## src/rtl/core/abl_pkg.sv

```systemverilog
package abl_pkg;

    localparam int MAX_FRAMES_DEF  = 4096;
    localparam int SAMPLE_BITS_DEF = 24;

    localparam int SMP_W = 24;
    localparam int LVL_W = 24;
    localparam int THR_W = 24;
    localparam int CH_W  = 2;
    localparam int SUM_W = 60;
    localparam int SQ_W  = 2 * LVL_W;
    localparam int RT_W  = SUM_W / 2;
    localparam int CNT_W = $clog2(SUM_W);

    localparam logic [CH_W-1:0]  CH_MAX       = 2'd2;
    localparam logic [CH_W-1:0]  ACT_CH_RST   = 2'd2;
    // about 0.9995 of full scale
    localparam logic [THR_W-1:0] CLIP_THR_RST = 24'd8384415;
    localparam logic [LVL_W-1:0] FULL_SCALE   = 24'h800000;
    localparam logic [SUM_W-1:0] SUM_MAX      = '1;

    typedef enum logic [0:0] {
        REG_ACTIVE_CHANNELS = 1'b0,
        REG_CLIP_THRESHOLD  = 1'b1
    } t_cfg_reg;

    typedef struct packed {
        logic signed [SMP_W-1:0] first_sample;
        logic signed [SMP_W-1:0] second_sample;
        logic                    last_in_block;
    } t_frame;

    typedef struct packed {
        logic [LVL_W-1:0] rms_level;
        logic [LVL_W-1:0] peak_level;
        logic             clip_flag;
    } t_level;

    typedef struct packed {
        t_cfg_reg         index;
        logic [THR_W-1:0] data;
    } t_cfg_wr;

    typedef enum logic [2:0] {
        ST_RUN,
        ST_DRAIN,
        ST_LOAD,
        ST_DIV,
        ST_ROOT,
        ST_OUT
    } t_state;

    typedef struct packed {
        logic accept;
        logic clear_blk;
        logic div_start;
        logic div_step;
        logic root_step;
        logic load_out;
    } t_cmd;

    typedef struct packed {
        logic div_last;
        logic root_last;
        logic out_free;
    } t_status;

endpackage

```

## src/rtl/core/abl_stream_if.sv

```systemverilog
interface abl_stream_if #(
    parameter type T_PAYLOAD = logic
);
    logic     valid;
    logic     ready;
    T_PAYLOAD payload;

    modport source (output valid, output payload, input ready);
    modport sink   (input valid, input payload, output ready);
endinterface

```

## src/rtl/core/abl_accum.sv

```systemverilog
module abl_accum #(
    parameter int MAX_FRAMES  = abl_pkg::MAX_FRAMES_DEF,
    parameter int SAMPLE_BITS = abl_pkg::SAMPLE_BITS_DEF
) (
    input  logic                              i_clk,
    input  logic                              i_rst_n,
    input  abl_pkg::t_cmd                     i_cmd,
    input  abl_pkg::t_frame                   i_frame,
    input  logic [abl_pkg::CH_W-1:0]          i_active_ch,
    output logic [abl_pkg::SUM_W-1:0]         o_sum,
    output logic [abl_pkg::LVL_W-1:0]         o_peak,
    output logic [$clog2(MAX_FRAMES+1)-1:0]   o_count,
    output logic [abl_pkg::CH_W-1:0]          o_ch
);

    localparam int FCW = $clog2(MAX_FRAMES + 1);
    localparam int MW  = (SAMPLE_BITS > abl_pkg::SMP_W) ? SAMPLE_BITS : abl_pkg::SMP_W;
    localparam int SXW = abl_pkg::SUM_W + 1;

    // Sign-extend from the sample's top bit, take the magnitude, clamp at full scale.
    function automatic logic [abl_pkg::LVL_W-1:0] f_mag(input logic [abl_pkg::SMP_W-1:0] raw);
        logic [MW-1:0]          v;
        logic [SAMPLE_BITS-1:0] s;
        logic [SAMPLE_BITS-1:0] s_neg;
        logic [MW-1:0]          m;
        v     = MW'(raw);
        s     = v[SAMPLE_BITS-1:0];
        s_neg = ~s + 1'b1;
        m     = s[SAMPLE_BITS-1] ? MW'(s_neg) : MW'(s);
        if (m > MW'(abl_pkg::FULL_SCALE)) begin
            return abl_pkg::FULL_SCALE;
        end
        return m[abl_pkg::LVL_W-1:0];
    endfunction

    logic [abl_pkg::LVL_W-1:0] r_m1, n_m1, r_m2, n_m2;
    logic [abl_pkg::SQ_W-1:0]  r_sq1, r_sq2;
    logic [abl_pkg::SUM_W-1:0] r_sum, n_sum;
    logic [abl_pkg::LVL_W-1:0] r_peak, n_peak;
    logic [FCW-1:0]            r_count, n_count;
    logic [abl_pkg::CH_W-1:0]  r_ch, n_ch;

    logic [abl_pkg::CH_W-1:0]  ch;
    logic [abl_pkg::LVL_W-1:0] mag1, mag2;
    logic                      room, use1, use2;
    logic [SXW-1:0]            sum_ext;

    always_comb begin
        ch      = (i_active_ch > abl_pkg::CH_MAX) ? abl_pkg::CH_MAX : i_active_ch;
        mag1    = f_mag(i_frame.first_sample);
        mag2    = f_mag(i_frame.second_sample);
        room    = r_count < FCW'(MAX_FRAMES);
        use1    = (ch != '0) && room;
        use2    = (ch == abl_pkg::CH_MAX) && room;
        n_m1    = '0;
        n_m2    = '0;
        n_peak  = r_peak;
        n_count = r_count;
        n_ch    = r_ch;
        if (i_cmd.accept) begin
            n_ch = ch;
            if (use1) begin
                n_m1    = mag1;
                n_count = r_count + 1'b1;
            end
            if (use2) begin
                n_m2 = mag2;
            end
            if ((ch != '0) && (mag1 > n_peak)) begin
                n_peak = mag1;
            end
            if ((ch == abl_pkg::CH_MAX) && (mag2 > n_peak)) begin
                n_peak = mag2;
            end
        end
        // saturate the running sum of squares
        sum_ext = {1'b0, r_sum} + SXW'(r_sq1) + SXW'(r_sq2);
        n_sum   = (sum_ext > SXW'(abl_pkg::SUM_MAX)) ? abl_pkg::SUM_MAX
                                                     : sum_ext[abl_pkg::SUM_W-1:0];
        if (i_cmd.clear_blk) begin
            n_sum   = '0;
            n_peak  = '0;
            n_count = '0;
        end
    end

    always_ff @(posedge i_clk) begin
        if (!i_rst_n) begin
            r_m1    <= '0;
            r_m2    <= '0;
            r_sq1   <= '0;
            r_sq2   <= '0;
            r_sum   <= '0;
            r_peak  <= '0;
            r_count <= '0;
            r_ch    <= '0;
        end else begin
            r_m1    <= n_m1;
            r_m2    <= n_m2;
            r_sq1   <= abl_pkg::SQ_W'(r_m1) * abl_pkg::SQ_W'(r_m1);
            r_sq2   <= abl_pkg::SQ_W'(r_m2) * abl_pkg::SQ_W'(r_m2);
            r_sum   <= n_sum;
            r_peak  <= n_peak;
            r_count <= n_count;
            r_ch    <= n_ch;
        end
    end

    assign o_sum   = r_sum;
    assign o_peak  = r_peak;
    assign o_count = r_count;
    assign o_ch    = r_ch;

endmodule

```

## src/rtl/core/abl_root.sv

```systemverilog
module abl_root #(
    parameter int MAX_FRAMES = abl_pkg::MAX_FRAMES_DEF
) (
    input  logic                              i_clk,
    input  logic                              i_rst_n,
    input  abl_pkg::t_cmd                     i_cmd,
    input  logic [abl_pkg::SUM_W-1:0]         i_sum,
    input  logic [abl_pkg::LVL_W-1:0]         i_peak,
    input  logic [$clog2(MAX_FRAMES+1)-1:0]   i_count,
    input  logic [abl_pkg::CH_W-1:0]          i_ch,
    input  logic [abl_pkg::THR_W-1:0]         i_clip_thr,
    input  logic                              i_out_ready,
    output logic                              o_out_valid,
    output abl_pkg::t_level                   o_level,
    output abl_pkg::t_status                  o_status
);

    localparam int FCW = $clog2(MAX_FRAMES + 1);
    localparam int DVW = FCW + 1;
    localparam int RRW = abl_pkg::RT_W + 2;

    logic [abl_pkg::SUM_W-1:0] r_dvd;
    logic [DVW-1:0]            r_rem, r_dvs;
    logic                      r_dvs_zero;
    logic [abl_pkg::RT_W-1:0]  r_root;
    logic [RRW-1:0]            r_rrem;
    logic [abl_pkg::CNT_W-1:0] r_cnt;
    logic                      r_out_valid;
    abl_pkg::t_level           r_out;
    logic                      r_clip;

    logic [DVW:0]              rem_sh, rem_nx;
    logic                      q_bit;
    logic [RRW-1:0]            rrem_sh, trial;
    logic                      r_bit;
    logic                      div_last, root_last;
    logic                      clip_set, n_clip;
    logic [abl_pkg::LVL_W-1:0] rms;

    always_comb begin
        // restoring divide, one quotient bit a step
        rem_sh  = {r_rem, r_dvd[abl_pkg::SUM_W-1]};
        q_bit   = !r_dvs_zero && (rem_sh >= {1'b0, r_dvs});
        rem_nx  = q_bit ? (rem_sh - {1'b0, r_dvs}) : rem_sh;
        // digit-by-digit square root, two dividend bits a step
        rrem_sh = {r_rrem[RRW-3:0], r_dvd[abl_pkg::SUM_W-1 -: 2]};
        trial   = {r_root, 2'b01};
        r_bit   = rrem_sh >= trial;
        div_last  = r_cnt == abl_pkg::CNT_W'(abl_pkg::SUM_W - 1);
        root_last = r_cnt == abl_pkg::CNT_W'(abl_pkg::RT_W - 1);
        rms = (r_root > abl_pkg::RT_W'(abl_pkg::FULL_SCALE)) ? abl_pkg::FULL_SCALE
                                                            : r_root[abl_pkg::LVL_W-1:0];
        clip_set = (i_ch != '0) && (i_peak >= i_clip_thr);
        n_clip   = r_clip | clip_set;
    end

    always_ff @(posedge i_clk) begin
        if (i_cmd.div_start) begin
            r_dvd      <= i_sum;
            r_rem      <= '0;
            r_dvs      <= (i_ch == abl_pkg::CH_MAX) ? {i_count, 1'b0} : DVW'(i_count);
            r_dvs_zero <= (i_ch == '0) || (i_count == '0);
            r_root     <= '0;
            r_rrem     <= '0;
            r_cnt      <= '0;
        end else if (i_cmd.div_step) begin
            r_dvd <= {r_dvd[abl_pkg::SUM_W-2:0], q_bit};
            r_rem <= rem_nx[DVW-1:0];
            r_cnt <= div_last ? '0 : r_cnt + 1'b1;
        end else if (i_cmd.root_step) begin
            r_dvd  <= {r_dvd[abl_pkg::SUM_W-3:0], 2'b00};
            r_rrem <= r_bit ? (rrem_sh - trial) : rrem_sh;
            r_root <= {r_root[abl_pkg::RT_W-2:0], r_bit};
            r_cnt  <= r_cnt + 1'b1;
        end
        if (i_cmd.load_out) begin
            r_out.rms_level  <= (i_ch == '0) ? '0 : rms;
            r_out.peak_level <= (i_ch == '0) ? '0 : i_peak;
            r_out.clip_flag  <= n_clip;
        end
    end

    always_ff @(posedge i_clk) begin
        if (!i_rst_n) begin
            r_out_valid <= 1'b0;
            r_clip      <= 1'b0;
        end else begin
            if (i_cmd.load_out) begin
                r_out_valid <= 1'b1;
                r_clip      <= n_clip;
            end else if (i_out_ready) begin
                r_out_valid <= 1'b0;
            end
        end
    end

    assign o_out_valid        = r_out_valid;
    assign o_level            = r_out;
    assign o_status.div_last  = div_last;
    assign o_status.root_last = root_last;
    assign o_status.out_free  = !r_out_valid || i_out_ready;

endmodule

```

## src/rtl/core/abl_ctrl.sv

```systemverilog
module abl_ctrl (
    input  logic             i_clk,
    input  logic             i_rst_n,
    input  logic             i_in_valid,
    input  logic             i_in_last,
    input  abl_pkg::t_status i_status,
    output logic             o_in_ready,
    output abl_pkg::t_cmd    o_cmd
);

    abl_pkg::t_state r_state, n_state;
    logic            r_drain, n_drain;

    always_ff @(posedge i_clk) begin
        if (!i_rst_n) begin
            r_state <= abl_pkg::ST_RUN;
            r_drain <= 1'b0;
        end else begin
            r_state <= n_state;
            r_drain <= n_drain;
        end
    end

    always_comb begin
        n_state    = r_state;
        n_drain    = r_drain;
        o_in_ready = 1'b0;
        o_cmd      = '0;
        unique case (r_state)
            abl_pkg::ST_RUN: begin
                o_in_ready   = 1'b1;
                o_cmd.accept = i_in_valid;
                if (i_in_valid && i_in_last) begin
                    n_state = abl_pkg::ST_DRAIN;
                    n_drain = 1'b0;
                end
            end
            // let the square and sum stages settle
            abl_pkg::ST_DRAIN: begin
                n_drain = 1'b1;
                if (r_drain) begin
                    n_state = abl_pkg::ST_LOAD;
                end
            end
            abl_pkg::ST_LOAD: begin
                o_cmd.div_start = 1'b1;
                n_state         = abl_pkg::ST_DIV;
            end
            abl_pkg::ST_DIV: begin
                o_cmd.div_step = 1'b1;
                if (i_status.div_last) begin
                    n_state = abl_pkg::ST_ROOT;
                end
            end
            abl_pkg::ST_ROOT: begin
                o_cmd.root_step = 1'b1;
                if (i_status.root_last) begin
                    n_state = abl_pkg::ST_OUT;
                end
            end
            abl_pkg::ST_OUT: begin
                if (i_status.out_free) begin
                    o_cmd.load_out  = 1'b1;
                    o_cmd.clear_blk = 1'b1;
                    n_state         = abl_pkg::ST_RUN;
                end
            end
            default: begin
                n_state = abl_pkg::ST_RUN;
            end
        endcase
    end

endmodule

```

## src/rtl/core/audio_block_level_meter.sv

```systemverilog
// Frames inside a block: one item per cycle, accepted while the block collects.
// Block end: after the last frame is accepted the block drains the square and sum
// stages, loads the divider, runs 60 divide steps and 30 root steps, then loads the
// result item once the output register is free; no frames are taken meanwhile.
// Reset (i_rst_n, synchronous, active low) clears control, accumulators and the
// clip latch, and returns the registers to two channels and the default threshold.
module audio_block_level_meter #(
    parameter int MAX_FRAMES  = abl_pkg::MAX_FRAMES_DEF,
    parameter int SAMPLE_BITS = abl_pkg::SAMPLE_BITS_DEF
) (
    input  logic       i_clk,
    input  logic       i_rst_n,
    abl_stream_if.sink   i_frame,
    abl_stream_if.source o_level,
    abl_stream_if.sink   i_cfg
);

    localparam int FCW = $clog2(MAX_FRAMES + 1);

    // Configuration registers; writes are always taken.
    logic [abl_pkg::CH_W-1:0]  r_active_ch;
    logic [abl_pkg::THR_W-1:0] r_clip_thr;

    always_ff @(posedge i_clk) begin
        if (!i_rst_n) begin
            r_active_ch <= abl_pkg::ACT_CH_RST;
            r_clip_thr  <= abl_pkg::CLIP_THR_RST;
        end else if (i_cfg.valid && i_cfg.ready) begin
            unique case (i_cfg.payload.index)
                abl_pkg::REG_ACTIVE_CHANNELS: begin
                    r_active_ch <= i_cfg.payload.data[abl_pkg::CH_W-1:0];
                end
                abl_pkg::REG_CLIP_THRESHOLD: begin
                    r_clip_thr <= i_cfg.payload.data;
                end
            endcase
        end
    end

    assign i_cfg.ready = 1'b1;

    abl_pkg::t_cmd             cmd;
    abl_pkg::t_status          status;
    logic                      in_ready;
    logic [abl_pkg::SUM_W-1:0] sum;
    logic [abl_pkg::LVL_W-1:0] peak;
    logic [FCW-1:0]            count;
    logic [abl_pkg::CH_W-1:0]  blk_ch;

    // Sequence the block: take frames, drain, divide, root, hand off the item.
    abl_ctrl u_ctrl (
        .i_clk      (i_clk),
        .i_rst_n    (i_rst_n),
        .i_in_valid (i_frame.valid),
        .i_in_last  (i_frame.payload.last_in_block),
        .i_status   (status),
        .o_in_ready (in_ready),
        .o_cmd      (cmd)
    );

    assign i_frame.ready = in_ready;

    // Per-frame path: magnitudes, peak and frame count at accept, then square,
    // then saturating accumulate. The channel count in force at the last frame
    // sets the divisor.
    abl_accum #(
        .MAX_FRAMES  (MAX_FRAMES),
        .SAMPLE_BITS (SAMPLE_BITS)
    ) u_accum (
        .i_clk       (i_clk),
        .i_rst_n     (i_rst_n),
        .i_cmd       (cmd),
        .i_frame     (i_frame.payload),
        .i_active_ch (r_active_ch),
        .o_sum       (sum),
        .o_peak      (peak),
        .o_count     (count),
        .o_ch        (blk_ch)
    );

    // Block-end path: mean by long division, then integer square root on the
    // same shift register, then the output register and the sticky clip latch.
    // With no channels the levels read zero and the latch holds.
    abl_root #(
        .MAX_FRAMES (MAX_FRAMES)
    ) u_root (
        .i_clk       (i_clk),
        .i_rst_n     (i_rst_n),
        .i_cmd       (cmd),
        .i_sum       (sum),
        .i_peak      (peak),
        .i_count     (count),
        .i_ch        (blk_ch),
        .i_clip_thr  (r_clip_thr),
        .i_out_ready (o_level.ready),
        .o_out_valid (o_level.valid),
        .o_level     (o_level.payload),
        .o_status    (status)
    );

endmodule

```

## src/flat_wrapper.sv

```systemverilog
// flat-port wrapper written by rule: the top's interface ports become plain ports
module audio_block_level_meter_flat import abl_pkg::*;
#(
    parameter int MAX_FRAMES  = abl_pkg::MAX_FRAMES_DEF,
    parameter int SAMPLE_BITS = abl_pkg::SAMPLE_BITS_DEF
)
  (i_clk, i_rst_n, i_frame_valid, i_frame_payload, i_frame_ready, o_level_valid, o_level_payload, o_level_ready, i_cfg_valid, i_cfg_payload, i_cfg_ready);
  abl_stream_if #(.T_PAYLOAD(t_frame)) i_frame_i ();
  abl_stream_if #(.T_PAYLOAD(t_level)) o_level_i ();
  abl_stream_if #(.T_PAYLOAD(t_cfg_wr)) i_cfg_i ();
  input  logic i_clk;
  input  logic i_rst_n;
  input wire logic [$bits(i_frame_i.valid)-1:0] i_frame_valid;
  input wire logic [$bits(i_frame_i.payload)-1:0] i_frame_payload;
  output wire logic [$bits(i_frame_i.ready)-1:0] i_frame_ready;
  output wire logic [$bits(o_level_i.valid)-1:0] o_level_valid;
  output wire logic [$bits(o_level_i.payload)-1:0] o_level_payload;
  input wire logic [$bits(o_level_i.ready)-1:0] o_level_ready;
  input wire logic [$bits(i_cfg_i.valid)-1:0] i_cfg_valid;
  input wire logic [$bits(i_cfg_i.payload)-1:0] i_cfg_payload;
  output wire logic [$bits(i_cfg_i.ready)-1:0] i_cfg_ready;
  assign i_frame_i.valid = i_frame_valid;
  assign i_frame_i.payload = i_frame_payload;
  assign i_frame_ready = i_frame_i.ready;
  assign o_level_valid = o_level_i.valid;
  assign o_level_payload = o_level_i.payload;
  assign o_level_i.ready = o_level_ready;
  assign i_cfg_i.valid = i_cfg_valid;
  assign i_cfg_i.payload = i_cfg_payload;
  assign i_cfg_ready = i_cfg_i.ready;
  audio_block_level_meter #(.MAX_FRAMES(MAX_FRAMES), .SAMPLE_BITS(SAMPLE_BITS)) u_core (.i_clk(i_clk), .i_rst_n(i_rst_n), .i_frame(i_frame_i), .o_level(o_level_i), .i_cfg(i_cfg_i));
endmodule
```

## config.mk

```make
export PLATFORM = sky130hd
export DESIGN_NAME = audio_block_level_meter_flat
export DESIGN_NICKNAME = d
export VERILOG_FILES = /design/src/rtl/core/abl_pkg.sv /design/src/rtl/core/abl_stream_if.sv /design/src/rtl/core/abl_accum.sv /design/src/rtl/core/abl_root.sv /design/src/rtl/core/abl_ctrl.sv /design/src/rtl/core/audio_block_level_meter.sv /design/src/flat_wrapper.sv
export SDC_FILE = /design/constraint.sdc
export NUM_CORES = 2
export LEC_CHECK = 0
export ABC_CLOCK_PERIOD_IN_PS = 10400
export BUFFER_PORTS_ARGS = -buffer_cell sky130_fd_sc_hd__buf_2
export CAP_MARGIN = 40
export CORE_MARGIN = 5
export CORE_UTILIZATION = 60
export DETAILED_ROUTE_END_ITERATION = 6
export MAX_ROUTING_LAYER = met4
export PLACE_DENSITY = 0.82
export SLEW_MARGIN = 0
export SYNTH_ARGS = -nofsm -noshare
export SYNTH_HDL_FRONTEND = slang
export SYNTH_SLANG_ARGS = --single-unit
```

## constraint.sdc

```tcl
create_clock -name i_clk -period 10.4 [get_ports i_clk]
set_input_delay 1.04 -clock i_clk [delete_from_list [all_inputs] [get_ports i_clk]]
set_output_delay 1.04 -clock i_clk [all_outputs]
set_load 0.01 [all_outputs]
```

==> flow_summary.yaml <==
timing:
  fin_skew_ns: 0.04489
  max_freq_mhz: 114.2
  hold-worst-slack_ns: 0.4693
  period_share: 0.8420
  final_max_slew_viol_count: 0
  worstMarginPinSlew_ns: 0.9803
  rsz0062_at_grt: "no"
  relSlewSlack: 0.3456
  fin_crit_ns: 8.756
  setup_viol: 0
  finalHoldViolations: 0
  finalSetupTns_ns: 0
detailed_routing:
  vias_per_cell: 5.826
  routed_wirelength_um: 146200
  drc_errors: 0
  vias: 44904
  drt_iter0_drc: 3327
  drt-pass1-iter-count: 6
  wl_per_cell_um: 18.96
  antenna_left: 0
placed_design:
  gp_congestion: 0.9831
  hpwl_um: 114300
  dpl-instance-area_um2: 60580
  port_buffers: 129
  placed_cells: 7604
clocking:
  cts_tree: "yes"
  cts_resized: 0
  clock_sinks: 477
  clk_path_buf_depth: 3
  postCtsHoldBufs: 0
  cts_setup_buffers: 0
  cts_buffers: 54
  htreeDepth: 2
  clk_pin_slew_ns: 0.06
  clockRootBuffer: "clkbuf_16"
  clk_latency_ns: 0.65
grt:
  overflow: 0
  grt_max_degree: 85
  antenna_found_initial: 2
  grt_usage: 0.2931
  grt.busiest_layer: "met2"
  first_global_vias: 47312
  grt_pass1_wl_um: 240600
  use_met2: 0.4917
  use_met1: 0.3668
  met3_usage: 0.04072
worst_setup_path:
  required_ns: 10.98
  reg2reg_depth: 22
  max_stage_delay_ns: 0.63
  critPathLaunchType: "input port"
  r2r_start: "u_core.u_accum.r_m1[16]"
  arrival_ns: 9.34
  cp_slowest_cell: "or4_1"
  r2r_setup_slack_ns: 2.00
  critPathKind: "input port to flop"
  r2r-end: "u_core.u_accum.r_sq1[45]"
  path_max_fanout: 27
  cp-end-kind: "flop"
pwr:
  p_per_area_nw_per_um2: 109.7
  vdd_drop_max_uv: 155.8
  finalPower_mw: 6.858
  leakagePower_nw: 30.60
final_layout:
  final_common_cell: "inv_1"
  layout-drive-gt1-share: 0.05910
  final_cell_mix: "1,148 x inv_1, 893 x fa_1, 564 x nand2_1, 517 x ha_1, 355 x and2_1"
  fin_nets: 7873
  synthToLayoutAreaGrowth_pct: 6.765
  regArea_um2: 10790
  nFillCells: 7652
  final_area_um2: 62500
  multiInputGateArea_um2: 42480
  layoutNonFillerInstCount: 7707
yosys:
  synthMuxAreaShare: 0.02601
  synth_compound_area_frac: 0.1107
  synth_top_family_by_area: "adder cells"
  synth_ff_type: "dfxtp_1"
  synth_cell_types: 86
  synthSimpleGateAreaFrac: 0.1391
  synth_area_per_cell_um2: 9.172
  synth_edf_count: 124
  synthesis.area_um2: 58540
  async_flop_share: 0
  synthCells: 6382
  yosysWarnings: 0
  synth_fa_ha_area_frac: 0.4159
  ys_seq_area_frac: 0.1843
  ys_seq_elements: 477
  synth_xor_area_frac: 0.03262
worst_hold_path:
  min_delay_path_depth: 2
  hold_path.class: "flop to flop"
  holdPathEnd: "u_core.r_clip_thr[23]"
  hp-start: "u_core.r_clip_thr[23]"
floorplanning:
  rows: 114
  die_h_um: 322.3
  core_area_um2: 96710
  dieWidth_um: 322.3
  design.die.area_um2: 103900
  start_util: 0.6053
  pin_count: 131
outcome:
  status: "complete, no violations"
flow_run:
  max-cap-violations: 0
[cell type report]
type	instances	area share
Multi-Input combinational cell	4491	0.6798
Sequential cell	477	0.1727
Inverter	1150	0.06907
Tap cell	1276	0.02555
Clock buffer	70	0.02475
Timing Repair Buffer	210	0.02230
Clock inverter	32	0.005806
Antenna cell	1	0.00004004
[state kept, by name, indices dropped and copies added (netlist names), 24 cells and up]
name and cells:
u_core.u_accum.o_sum 60, u_core.u_root.r_dvd 60, u_core.u_root.o_level 49, u_core.u_accum.r_sq1 47, u_core.u_accum.r_sq2 47, u_core.u_root.r_root 30, u_core.u_root.r_rrem 30, u_core.r_clip_thr 24
u_core.u_accum.o_peak 24, u_core.u_accum.r_m1 24, u_core.u_accum.r_m2 24
[how the worst max path moves through the flow]
stage | cells after the start | to | start
6_report | 29 | u_core.u_accum.o_peak[13] | i_frame_payload[25]
3_3_place_gp | 28 | u_core.u_accum.o_peak[18] | i_frame_payload[25]
2_1_floorplan | 30 | u_core.u_accum.o_peak[13] | i_frame_payload[35]
4_1_cts | 29 | u_core.u_accum.o_peak[5] | i_frame_payload[25]
5_1_grt | 28 | u_core.u_accum.o_peak[18] | i_frame_payload[25]
3_5_place_dp | 29 | u_core.u_accum.o_peak[15] | i_frame_payload[25]
[critical path: cells and delay by family]
kind	cells	cell delay (ns)
compound gates	11	2.82
simple gates	9	2.85
fa+ha+maj	3	0.85
buf+inv	4	1.15
mux	2	0.59
[where the power goes]
| group | total [mW] | internal [mW] | leakage [nW] | switching (mW) |
|---|---|---|---|---|
| registers | 2.25 | 2.08 | 3.94 | 0.170 |
| logic | 2.56 | 1.05 | 25.7 | 1.52 |
| clock network | 2.05 | 1.17 | 0.928 | 0.875 |
[synth_stat cells, types with 11 or more instances]
master     count  area [um^2]
inv_1       1149         4313
fa_1         893        17880
nand2_1      565         2121
ha_1         517         6469
and2_1       356         2227
dfxtp_1      353         7067
a21oi_1      330         1652
nor2_1       330         1239
o21ai_0      262         1311
clkbuf_1     244        915.9
xnor2_1      126         1104
edfxtp_1     124         3724
mux2i_1      124         1241
a21o_1       108        810.8
xor2_1        92        805.8
nor3_1        71        355.3
nand3_1       66        330.3
nand4_1       48        300.3
nor2b_1       47        294.0
a211oi_1      46        345.3
o211ai_1      45        337.8
and3_1        38        237.7
nand2b_1      33        206.5
a31oi_1       31        193.9
o21a_1        29        217.7
o21bai_1      26        195.2
o31ai_1       26        195.2
mux2_2        25        281.5
nor4_1        25        156.4
or2_2         20        125.1
or3_1         16        100.1
buf_1         15        56.30
o22ai_1       14        87.58
a2111oi_0     11        96.34
[kinds of logic (layout without fill, tap and decap cells)]
logic type               after synthesis  count (layout)
AO/OA/AOI/OAI                       1041            1041
buffers and inverters               1415            1462
AND/OR/NAND/NOR                     1670            1670
flip-flops                           477             477
other                                  2               4
multiplexers                         149             149
XOR/XNOR                             218             218
adder cells (fa/ha/maj)             1410            1410
[per-stage QoR]
stage,setup slack [ns],util
CTS,1.774,0.6462
global route,0.8944,0.6462
global placement,1.191,0.6239
floorplan,2.262,-
finish,1.644,0.6462
detailed placement,1.124,0.6265
[per-layer routing]
layer  share of wire  vias to the layer above  wire, um
met1            0.40                    22185     58220
li1                -                    20588         -
met2            0.49                     1701     71820
met3           0.067                      430      9772
met5               0                        -         0
met4           0.043                        0      6342
(Power assumes the default switching activity.)
